===== src/rtl/core/assert_macros.svh =====
// Assertion macros for the pixel unit RTL.
`ifndef ASSERT_MACROS_SVH
`define ASSERT_MACROS_SVH
`ifndef SYNTHESIS
`define JESC_ASSERT_IMP(label, clk, rst, ante, cons) \
   label: assert property (@(posedge clk) disable iff (rst) (ante) |-> (cons)) \
      else $error("assertion failed");
`define JESC_ASSERT_NXT(label, clk, rst, ante, cons) \
   label: assert property (@(posedge clk) disable iff (rst) (ante) |=> (cons)) \
      else $error("assertion failed");
`else
`define JESC_ASSERT_IMP(label, clk, rst, ante, cons)
`define JESC_ASSERT_NXT(label, clk, rst, ante, cons)
`endif
`endif


===== src/rtl/core/jesc_pkg.sv =====
// Types, constants and helper functions of the Julia escape-time pixel unit.
package jesc_pkg;

   localparam int DIM_W       = 13;
   localparam int LIMIT_W     = 10;
   localparam int RATIO_W     = 24;
   localparam int COORD_W     = 12;
   localparam int MAG_W       = 13;
   localparam int COUNT_W     = 11;
   localparam int DIV_NUM_W   = 58;
   localparam int DIV_DEN_W   = 28;
   localparam int DIV_CNT_W   = 6;
   localparam int MAX_DIMENSION = 4096;
   localparam int CSR_ADDR_W  = 5;

   localparam logic [2:0] REG_C_REAL   = 3'd0;
   localparam logic [2:0] REG_C_IMAG   = 3'd1;
   localparam logic [2:0] REG_LIMIT    = 3'd2;
   localparam logic [2:0] REG_WIDTH    = 3'd3;
   localparam logic [2:0] REG_HEIGHT   = 3'd4;
   localparam logic [2:0] REG_RATIO    = 3'd5;

   typedef struct packed {
      logic [COORD_W-1:0] pixel_x;
      logic [COORD_W-1:0] pixel_y;
   } req_type;

   typedef struct packed {
      logic [7:0] escape_value;
      logic [7:0] red;
      logic [7:0] green;
      logic [7:0] blue;
   } rsp_type;

   typedef struct packed {
      logic                 start;
      logic [DIV_NUM_W-1:0] num;
      logic [DIV_DEN_W-1:0] den;
   } div_req_type;

   typedef struct packed {
      logic                 done;
      logic [DIV_NUM_W-1:0] quot;
   } div_rsp_type;

   function automatic logic [DIM_W-1:0] dim_clamp(input logic [DIM_W-1:0] d);
      logic [DIM_W-1:0] r;
      if (d == '0) r = DIM_W'(1);
      else if (d > DIM_W'(MAX_DIMENSION)) r = DIM_W'(MAX_DIMENSION);
      else r = d;
      return r;
   endfunction

   // sign * quotient, saturated to 32-bit signed
   function automatic logic [31:0] sat_quot(input logic neg, input logic [DIV_NUM_W-1:0] q);
      logic [31:0] r;
      if (neg) begin
         if (q > DIV_NUM_W'(64'h8000_0000)) r = 32'h8000_0000;
         else r = 32'd0 - q[31:0];
      end else begin
         if (q > DIV_NUM_W'(64'h7FFF_FFFF)) r = 32'h7FFF_FFFF;
         else r = q[31:0];
      end
      return r;
   endfunction

   function automatic logic [31:0] sat32(input logic signed [37:0] v);
      logic [31:0] r;
      if (v > 38'sh0_7FFF_FFFF) r = 32'h7FFF_FFFF;
      else if (v < -38'sh0_8000_0000) r = 32'h8000_0000;
      else r = v[31:0];
      return r;
   endfunction

endpackage


===== src/rtl/core/jesc_mul.sv =====
// Shared registered 32 x 32 signed multiplier.
module jesc_mul (
   input  logic               clock,
   input  logic signed [31:0] a,
   input  logic signed [31:0] b,
   output logic signed [63:0] prod
);
   logic signed [63:0] prod_ff;

   always_ff @(posedge clock) begin
      prod_ff <= a * b;
   end

   assign prod = prod_ff;
endmodule


===== src/rtl/core/jesc_div.sv =====
// Restoring divider, one quotient bit per cycle.
module jesc_div (
   input  logic                 clock,
   input  logic                 reset,
   input  jesc_pkg::div_req_type req,
   output jesc_pkg::div_rsp_type rsp
);
   import jesc_pkg::*;

   logic                 busy_ff, busy_in;
   logic                 done_ff, done_in;
   logic [DIV_CNT_W-1:0] cnt_ff, cnt_in;
   logic [DIV_NUM_W-1:0] q_ff, q_in;
   logic [DIV_DEN_W-1:0] den_ff, den_in;
   logic [DIV_DEN_W-1:0] rem_ff, rem_in;
   logic [DIV_DEN_W:0]   trial;

   always_comb begin
      busy_in = busy_ff;
      done_in = 1'b0;
      cnt_in  = cnt_ff;
      q_in    = q_ff;
      den_in  = den_ff;
      rem_in  = rem_ff;
      trial   = {rem_ff, q_ff[DIV_NUM_W-1]};
      if (req.start) begin
         busy_in = 1'b1;
         cnt_in  = '0;
         q_in    = req.num;
         den_in  = req.den;
         rem_in  = '0;
      end else if (busy_ff) begin
         if (trial >= {1'b0, den_ff}) begin
            rem_in = DIV_DEN_W'(trial - {1'b0, den_ff});
            q_in   = {q_ff[DIV_NUM_W-2:0], 1'b1};
         end else begin
            rem_in = trial[DIV_DEN_W-1:0];
            q_in   = {q_ff[DIV_NUM_W-2:0], 1'b0};
         end
         cnt_in = cnt_ff + 1'b1;
         if (cnt_ff == DIV_CNT_W'(DIV_NUM_W - 1)) begin
            busy_in = 1'b0;
            done_in = 1'b1;
         end
      end
   end

   always_ff @(posedge clock) begin
      if (reset) begin
         busy_ff <= 1'b0;
         done_ff <= 1'b0;
         cnt_ff  <= '0;
      end else begin
         busy_ff <= busy_in;
         done_ff <= done_in;
         cnt_ff  <= cnt_in;
      end
      q_ff   <= q_in;
      den_ff <= den_in;
      rem_ff <= rem_in;
   end

   assign rsp.done = done_ff;
   assign rsp.quot = q_ff;
endmodule


===== src/rtl/core/julia_escape_time_pixel_unit.sv =====
// Julia escape-time pixel unit: coordinate mapping, z*z+c iteration, scaling and colour.
// Sequence: one multiply and two divides map the coordinate, then each iteration steps
//   through S_IT_RR, S_IT_II, S_IT_CHK and S_IT_UPD (shared multiplier, three products an
//   iteration), then the scaling divide (skipped unless count < limit) and the result.
// Throughput: one item at a time; the next item is taken once the result is registered.
// Reset: synchronous, active high; configuration registers return to their defaults,
//   the sequencer goes idle and no result is pending.
module julia_escape_time_pixel_unit (
   input  logic                         clock,
   input  logic                         reset,
   input  logic                         req_valid,
   output logic                         req_stall,
   input  jesc_pkg::req_type            req_payload,
   output logic                         rsp_valid,
   input  logic                         rsp_stall,
   output jesc_pkg::rsp_type            rsp_payload,
   input  logic                         csr_psel,
   input  logic                         csr_penable,
   input  logic                         csr_pwrite,
   input  logic [jesc_pkg::CSR_ADDR_W-1:0] csr_paddr,
   input  logic [31:0]                  csr_pwdata,
   output logic [31:0]                  csr_prdata,
   output logic                         csr_pready
);
   `include "assert_macros.svh"
   import jesc_pkg::*;

   typedef enum logic [3:0] {
      S_IDLE, S_MAP_MUL, S_DIVX_GO, S_DIVX_WAIT, S_DIVY_GO, S_DIVY_WAIT,
      S_IT_RR, S_IT_II, S_IT_CHK, S_IT_UPD, S_SCALE, S_SCALE_WAIT, S_FINISH
   } state_type;

   // ---- configuration registers
   logic [31:0]        c_real_ff, c_imag_ff;
   logic [LIMIT_W-1:0] limit_ff;
   logic [DIM_W-1:0]   width_ff, height_ff;
   logic [RATIO_W-1:0] ratio_ff;
   logic               csr_wr;

   assign csr_pready = 1'b1;
   assign csr_wr     = csr_psel & csr_penable & csr_pwrite;

   always_ff @(posedge clock) begin
      if (reset) begin
         c_real_ff <= '0;
         c_imag_ff <= '0;
         limit_ff  <= LIMIT_W'(255);
         width_ff  <= DIM_W'(640);
         height_ff <= DIM_W'(480);
         ratio_ff  <= RATIO_W'(65536);
      end else if (csr_wr) begin
         case (csr_paddr[4:2])
            REG_C_REAL: c_real_ff <= csr_pwdata;
            REG_C_IMAG: c_imag_ff <= csr_pwdata;
            REG_LIMIT:  limit_ff  <= csr_pwdata[LIMIT_W-1:0];
            REG_WIDTH:  width_ff  <= csr_pwdata[DIM_W-1:0];
            REG_HEIGHT: height_ff <= csr_pwdata[DIM_W-1:0];
            REG_RATIO:  ratio_ff  <= csr_pwdata[RATIO_W-1:0];
            default: ;
         endcase
      end
   end

   always_comb begin
      case (csr_paddr[4:2])
         REG_C_REAL: csr_prdata = c_real_ff;
         REG_C_IMAG: csr_prdata = c_imag_ff;
         REG_LIMIT:  csr_prdata = {22'd0, limit_ff};
         REG_WIDTH:  csr_prdata = {19'd0, width_ff};
         REG_HEIGHT: csr_prdata = {19'd0, height_ff};
         REG_RATIO:  csr_prdata = {8'd0, ratio_ff};
         default:    csr_prdata = '0;
      endcase
   end

   // ---- item state
   state_type          state_ff, state_in;
   logic               neg_x_ff, neg_y_ff;
   logic [MAG_W-1:0]   mx_ff, my_ff;
   logic [DIM_W-1:0]   w_ff, h_ff;
   logic [RATIO_W-1:0] r_ff;
   logic               r_ge_ff;
   logic [DIV_DEN_W-1:0] hr_ff;
   logic [31:0]        zr_ff, zi_ff;
   logic [63:0]        rr_ff, ii_ff;
   logic [COUNT_W-1:0] n_ff;
   logic [7:0]         val_ff;
   logic               rsp_valid_ff;
   rsp_type            rsp_ff;

   // accept-time mapping inputs
   logic [DIM_W-1:0]   w_cl, h_cl;
   logic [RATIO_W-1:0] r_cl;
   logic signed [14:0] dx, dy;
   logic               accept;

   assign req_stall = (state_ff != S_IDLE);
   assign accept    = req_valid & ~req_stall;
   assign w_cl      = dim_clamp(width_ff);
   assign h_cl      = dim_clamp(height_ff);
   assign r_cl      = (ratio_ff == '0) ? RATIO_W'(1) : ratio_ff;
   assign dx = $signed({2'b0, req_payload.pixel_x, 1'b0}) - $signed({2'b0, w_cl});
   assign dy = $signed({2'b0, req_payload.pixel_y, 1'b0}) - $signed({2'b0, h_cl});

   // ---- shared multiplier
   logic signed [31:0] mul_a, mul_b;
   logic signed [63:0] prod;

   always_comb begin
      case (state_ff)
         S_MAP_MUL: begin
            mul_a = r_ge_ff ? $signed({19'd0, mx_ff}) : $signed({19'd0, h_ff});
            mul_b = $signed({8'd0, r_ff});
         end
         S_IT_RR:  begin mul_a = zr_ff; mul_b = zr_ff; end
         S_IT_II:  begin mul_a = zi_ff; mul_b = zi_ff; end
         S_IT_CHK: begin mul_a = zr_ff; mul_b = zi_ff; end
         default:  begin mul_a = '0;    mul_b = '0;    end
      endcase
   end

   jesc_mul u_mul (.clock(clock), .a(mul_a), .b(mul_b), .prod(prod));

   // ---- shared divider
   div_req_type div_req;
   div_rsp_type div_rsp;

   always_comb begin
      div_req.start = 1'b0;
      div_req.num   = '0;
      div_req.den   = '0;
      case (state_ff)
         S_DIVX_GO: begin
            div_req.start = 1'b1;
            div_req.num   = r_ge_ff ? DIV_NUM_W'({prod[36:0], 13'd0})
                                    : DIV_NUM_W'({mx_ff, 29'd0});
            div_req.den   = DIV_DEN_W'(w_ff);
         end
         S_DIVY_GO: begin
            div_req.start = 1'b1;
            div_req.num   = r_ge_ff ? DIV_NUM_W'({my_ff, 29'd0}) : {my_ff, 45'd0};
            div_req.den   = r_ge_ff ? DIV_DEN_W'(h_ff) : hr_ff;
         end
         S_SCALE: begin
            div_req.start = (n_ff < {1'b0, limit_ff});
            div_req.num   = DIV_NUM_W'({n_ff, 8'd0}) - DIV_NUM_W'(n_ff);
            div_req.den   = DIV_DEN_W'(limit_ff);
         end
         default: ;
      endcase
   end

   jesc_div u_div (.clock(clock), .reset(reset), .req(div_req), .rsp(div_rsp));

   // ---- iteration datapath
   logic [63:0]        mag_sum;
   logic               escape;
   logic signed [64:0] diff;
   logic signed [37:0] nr_wide, ni_wide;

   assign mag_sum = rr_ff + prod;                       // rr + ii, both non-negative
   assign escape  = (mag_sum >= 64'h0400_0000_0000_0000) || (n_ff > {1'b0, limit_ff});
   assign diff    = $signed({1'b0, rr_ff}) - $signed({1'b0, ii_ff});
   // floor shifts: arithmetic right shift rounds toward minus infinity
   assign nr_wide = $signed({diff[64], diff[64:28]}) + $signed({{6{c_real_ff[31]}}, c_real_ff});
   assign ni_wide = $signed({prod[63], prod[63:27]}) + $signed({{6{c_imag_ff[31]}}, c_imag_ff});

   logic out_free;
   assign out_free = ~rsp_valid_ff | ~rsp_stall;

   logic div_waiting;
   assign div_waiting = (state_ff == S_DIVX_WAIT) || (state_ff == S_DIVY_WAIT) ||
                        (state_ff == S_SCALE_WAIT);

   always_comb begin
      state_in = state_ff;
      case (state_ff)
         S_IDLE:       if (accept) state_in = S_MAP_MUL;
         S_MAP_MUL:    state_in = S_DIVX_GO;
         S_DIVX_GO:    state_in = S_DIVX_WAIT;
         S_DIVX_WAIT:  if (div_rsp.done) state_in = S_DIVY_GO;
         S_DIVY_GO:    state_in = S_DIVY_WAIT;
         S_DIVY_WAIT:  if (div_rsp.done) state_in = S_IT_RR;
         S_IT_RR:      state_in = S_IT_II;
         S_IT_II:      state_in = S_IT_CHK;
         S_IT_CHK:     state_in = escape ? S_SCALE : S_IT_UPD;
         S_IT_UPD:     state_in = S_IT_RR;
         S_SCALE:      state_in = div_req.start ? S_SCALE_WAIT : S_FINISH;
         S_SCALE_WAIT: if (div_rsp.done) state_in = S_FINISH;
         S_FINISH:     if (out_free) state_in = S_IDLE;
         default:      state_in = S_IDLE;
      endcase
   end

   always_ff @(posedge clock) begin
      if (reset) begin
         state_ff     <= S_IDLE;
         rsp_valid_ff <= 1'b0;
      end else begin
         state_ff <= state_in;
         if (state_ff == S_FINISH && out_free) rsp_valid_ff <= 1'b1;
         else if (!rsp_stall) rsp_valid_ff <= 1'b0;
      end
      case (state_ff)
         S_IDLE: if (accept) begin
            neg_x_ff <= dx[14];
            neg_y_ff <= dy[14];
            mx_ff    <= dx[14] ? MAG_W'(-dx) : MAG_W'(dx);
            my_ff    <= dy[14] ? MAG_W'(-dy) : MAG_W'(dy);
            w_ff     <= w_cl;
            h_ff     <= h_cl;
            r_ff     <= r_cl;
            r_ge_ff  <= (r_cl[23:16] != 8'd0);
         end
         S_DIVX_GO:   hr_ff <= prod[DIV_DEN_W-1:0];
         S_DIVX_WAIT: if (div_rsp.done) zr_ff <= sat_quot(neg_x_ff, div_rsp.quot);
         S_DIVY_WAIT: if (div_rsp.done) begin
            zi_ff <= sat_quot(neg_y_ff, div_rsp.quot);
            n_ff  <= COUNT_W'(1);
         end
         S_IT_II:  rr_ff <= prod;
         S_IT_CHK: ii_ff <= prod;
         S_IT_UPD: begin
            zr_ff <= sat32(nr_wide);
            zi_ff <= sat32(ni_wide);
            n_ff  <= n_ff + 1'b1;
         end
         S_SCALE:      val_ff <= '0;
         S_SCALE_WAIT: if (div_rsp.done) val_ff <= div_rsp.quot[7:0];
         S_FINISH: if (out_free) begin
            rsp_ff.escape_value <= val_ff;
            rsp_ff.red          <= (val_ff == '0) ? 8'd0 : 8'd255;
            rsp_ff.green        <= (val_ff == '0) ? 8'd0 : 8'd255 - val_ff;
            rsp_ff.blue         <= (val_ff == '0) ? 8'd0 : 8'd255 - val_ff;
         end
         default: ;
      endcase
   end

   assign rsp_valid   = rsp_valid_ff;
   assign rsp_payload = rsp_ff;

   `JESC_ASSERT_NXT(a_busy_after_accept, clock, reset, accept, req_stall)
   `JESC_ASSERT_IMP(a_div_done_waiting, clock, reset, div_rsp.done, div_waiting)
   `JESC_ASSERT_IMP(a_update_in_limit, clock, reset, state_ff == S_IT_UPD, n_ff <= {1'b0, limit_ff})
endmodule


===== config.mk =====
export PLATFORM = sky130hd
export DESIGN_NAME = julia_escape_time_pixel_unit
export DESIGN_NICKNAME = d
export VERILOG_FILES = /design/src/rtl/core/jesc_pkg.sv /design/src/rtl/core/jesc_mul.sv /design/src/rtl/core/jesc_div.sv /design/src/rtl/core/julia_escape_time_pixel_unit.sv
export VERILOG_INCLUDE_DIRS = /design/src /design/src/rtl/core
export SDC_FILE = /design/constraint.sdc
export NUM_CORES = 2
export LEC_CHECK = 0
export ABC_CLOCK_PERIOD_IN_PS = 29800
export BUFFER_PORTS_ARGS = -buffer_cell sky130_fd_sc_hd__buf_4
export CAP_MARGIN = 20
export CORE_UTILIZATION = 55
export CTS_CLUSTER_SIZE = 28
export DETAILED_ROUTE_END_ITERATION = 10
export PLACE_DENSITY = 0.76
export SYNTH_ARGS = -nofsm -noshare
export SYNTH_HDL_FRONTEND = slang
export SYNTH_SLANG_ARGS = --single-unit

===== constraint.sdc =====
create_clock -name clock -period 29.8 [get_ports clock]
set_input_delay 2.98 -clock clock [delete_from_list [all_inputs] [get_ports clock]]
set_output_delay 2.98 -clock clock [all_outputs]
set_load 0.005 [all_outputs]

==> key figures <==
Routing
  • WL per Instance: about 25 µm
  • Drc violations: 0
  • First DRT Iteration DRCs: around 7400
  • Via count: roughly 62000
  • DR pass1 iterations: 6
  • Total routed wirelength: approximately 250000 µm
  • Via/cell ratio: 6.157
  • ANT nets after route: 0

Yosys
  • Syn Inst Count: around 8300
  • Post-synth top area share: 28.94%
  • Syn Nets: approximately 10000
  • Syn Area/Cell: roughly 9.0 µm²
  • Ranking of synthesized cells by area: fa_1 29%, edfxtp_1 17%, ha_1 7.6%
  • Synth Cell Area: approximately 75000 µm²
  • Yosys reg bits: ~650
  • Number of synthesized flops with an enable pin: between 400 and 500
  • Top_reg_cell synth: edfxtp_1
  • Register area share after synthesis: 22.81%
  • Synth area leader: fa_1
  • Yosys warning count: 0
  • Netlist cell types: 93
  • Ys async rst share: 0%

Critical path
  • Crit path DAT: roughly 13 ns
  • Crit path depth: 32
  • WS Path Type: flop to flop
  • Worst path most repeated cell: fa_1
  • Reg-to-reg endpoint: u_mul.prod[63]
  • Top delay family on crit path: compound AO/OA/AOI/OAI gates
  • Crit path buffers/inverters: 7
  • Largest fanout on the critical path: 63
  • Worst R2R Path Depth: 32
  • R2R Setup Slk: 17.87 ns
  • Setup crit end kind: flop
  • Startpoint types: flop
  • CP max stage delay: 1.04 ns
  • CP required: 30.37 ns
  • Crit path launch: state_ff[3]
  • Worst path slowest cell: a22o_1
  • Crit path to: u_mul.prod[63]
  • Reg2Reg Launch Point: state_ff[3]

Placed design
  • Final GP Congestion: 1.005
  • Dpl hpwl: 197700 µm
  • Dpl cells: around 10000
  • Buffers added on ports: roughly 130

Power
  • Tot Pwr: approximately 2.9 mW
  • Clock Power Share: approximately 30%
  • Cell area power density: approximately 36 nW/µm²
  • Worst vdd ir: 0.00005206 V
  • Switch Pwr: ~1.1 mW
  • Flop pwr share: between 40% and 50%
  • Pint: between 1.5 and 2 mW
  • P_leak: between 30 and 40 nW
  • Switching Fraction: between 30% and 40%
  • Logic pwr share: between 20% and 30%

Run
  • Max-Cap Viols: 0

STA
  • Relative slew slack: between 10% and 20%
  • Hold Slack: 0.4865 ns
  • Tcrit/Tclk final: roughly 40%
  • Fin Clk Skew: approximately 0.021 ns
  • Unrepaired setup endpoints after global routing: no
  • Fin. Hold Viols: 0
  • Setup TNS: 0 ns
  • Worst-Margin Slew: 1.294 ns
  • Maximum clock frequency: around 84 MHz
  • Slew Limit Fails: 0
  • Endpoints failing setup: 0
  • Minimum clock period after layout: roughly 12 ns

Global route
  • Vias in the first global route: 61950
  • Grt met3 use: under 10%
  • Largest net degree at the start of global routing: roughly 120
  • Total grt overflow: 0
  • GR peak layer: met2
  • Met2 Usage GRT: about 56%
  • Met1 Usage GRT: 48.86%
  • Global-route wire length before repair: between 300000 and 400000 µm
  • GRT Overall Usage: about 37%
  • Initial antenna violation count: 7

CTS
  • CTS tree: done
  • CTS max path bufs: 3
  • Total clock buffers created by CTS: 70
  • Clock-pin slew on the worst setup and hold paths: 0.06 ns
  • CTS Hold Bufs: 0
  • Clock sink total: around 650
  • Root Driver: clkbuf_16
  • Worst skew pair latency: 0.69 ns
  • Buffer count from post-CTS setup fixing: 0
  • Resized Gates After CTS: 0
  • H-tree depth: 3

Floorplan
  • Row count: about 140
  • Die X: ~370 µm
  • I/O pin count: approximately 140
  • Die Ht: approximately 370 µm
  • Initial Util: between 50% and 60%
  • Die area: ~140000 µm²
  • Core Area: 135600 µm²

Finish
  • Commonest non-fill, non-tap cell in the layout: inv_1
  • Commonest cells after routing, fill and taps aside: 1275 x inv_1, 1088 x fa_1, 1053 x nand2_1
  • Fill cell count: 11660
  • Proportion of layout cells with a drive suffix above 1: about 6.0%
  • Nets: ~9900
  • Non-Filler Instances: between 10000 and 15000
  • Area growth syn-to-layout: 6.867%

Hold path
  • Worst hold start: val_ff[5]
  • Worst hold path type: flop to flop
  • Hold Path Depth: 0

Run status
  • Outcome: finished, final reports clean
==> registers in the layout (all words and copies together), names as in the netlist, 17 cells and up <==
| signal | count |
|---|---|
| c_real_ff | 32 |
| u_mul.prod | 64 |
| zi_ff | 32 |
| rsp_payload | 17 |
| u_div.rem_ff | 28 |
| c_imag_ff | 32 |
| rr_ff | 64 |
| u_div.q_ff | 58 |
| hr_ff | 28 |
| r_ff | 24 |
| u_div.den_ff | 28 |
| ratio_ff | 24 |
| zr_ff | 32 |
| ii_ff | 64 |
==> worst min-delay path by stage <==
stage                                 end
final                     rsp_payload[29]
after global routing      rsp_payload[29]
after CTS                 rsp_payload[29]
after detailed placement  rsp_payload[29]
after global placement    rsp_payload[30]
after floorplan               width_ff[0]
==> stage by stage <==
stage          setup slack (ns)  utilization (%)  cell area [µm²]
5_1_grt                   17.50            59.30            80430
2_1_floorplan             18.97                -            75270
3_5_place_dp              18.16            57.55            78060
3_3_place_gp              18.29            57.55            78060
4_1_cts                   18.14            59.27            80390
6_report                  17.87            59.31            80440
==> cell families (layout without fill, tap and decap cells) <==
logic type | count (synthesis) | after routing | share of synthesized area [%]
simple gates | 2528 | 2528 | 14.33
buf+inv | 1712 | 1689 | 8.665
compound gates | 1562 | 1562 | 13.38
fa+ha+maj | 1544 | 1544 | 36.52
flops | 648 | 648 | 22.81
xor+xnor | 251 | 251 | 2.921
mux | 97 | 97 | 1.373
other cells | 1 | 5 | 0.004982
==> area by class of cell <==
cell class                 instances  area [µm²]  share of cell area, %
antenna                            4       10.01                0.01244
clock buffer                      82        1839                  2.287
clock inverter                    47       490.5                 0.6097
inverter                        1277        4793                  5.959
multi-input combinational       5983       51760                  64.35
sequential                       648       17170                  21.34
tap                             1781        2228                  2.770
timing repair buffer             283        2150                  2.672
==> power by group through the flow <==
stage / sequential, mW / combinational (mW) / clock [mW]
6_report: 1.18 / 0.851 / 0.897
5_1_grt: 1.18 / 0.922 / 0.933
4_1_cts: 1.18 / 0.829 / 0.900
3_5_place_dp: 1.19 / 0.824 / 0
3_3_place_gp: 1.19 / 0.803 / 0
2_1_floorplan: 1.12 / 0.578 / 0
==> metal layers <==
metal | wire length (µm) | part of all wire (%)
met5 | 60 | 0.024
met4 | 17040 | 6.7
met3 | 30760 | 12
met2 | 110300 | 44
met1 | 94940 | 38
==> synthesized netlist by cell type (all sizes together), types with 41 or more instances <==
cell / instances
inv: 1276
fa: 1088
nand2: 1058
nor2: 912
a21oi: 557
ha: 456
edfxtp: 419
clkbuf: 382
o21ai: 241
dfxtp: 229
xnor2: 165
a21o: 164
nor3: 105
a22oi: 88
xor2: 86
nand3: 77
mux2i: 74
and2: 66
a211oi: 55
nand4: 54
buf: 53
o21bai: 53
a31oi: 46
and3: 45
a221oi: 44
nand2b: 44
nor2b: 41
Note: power is estimated with default switching activity, not from simulation.
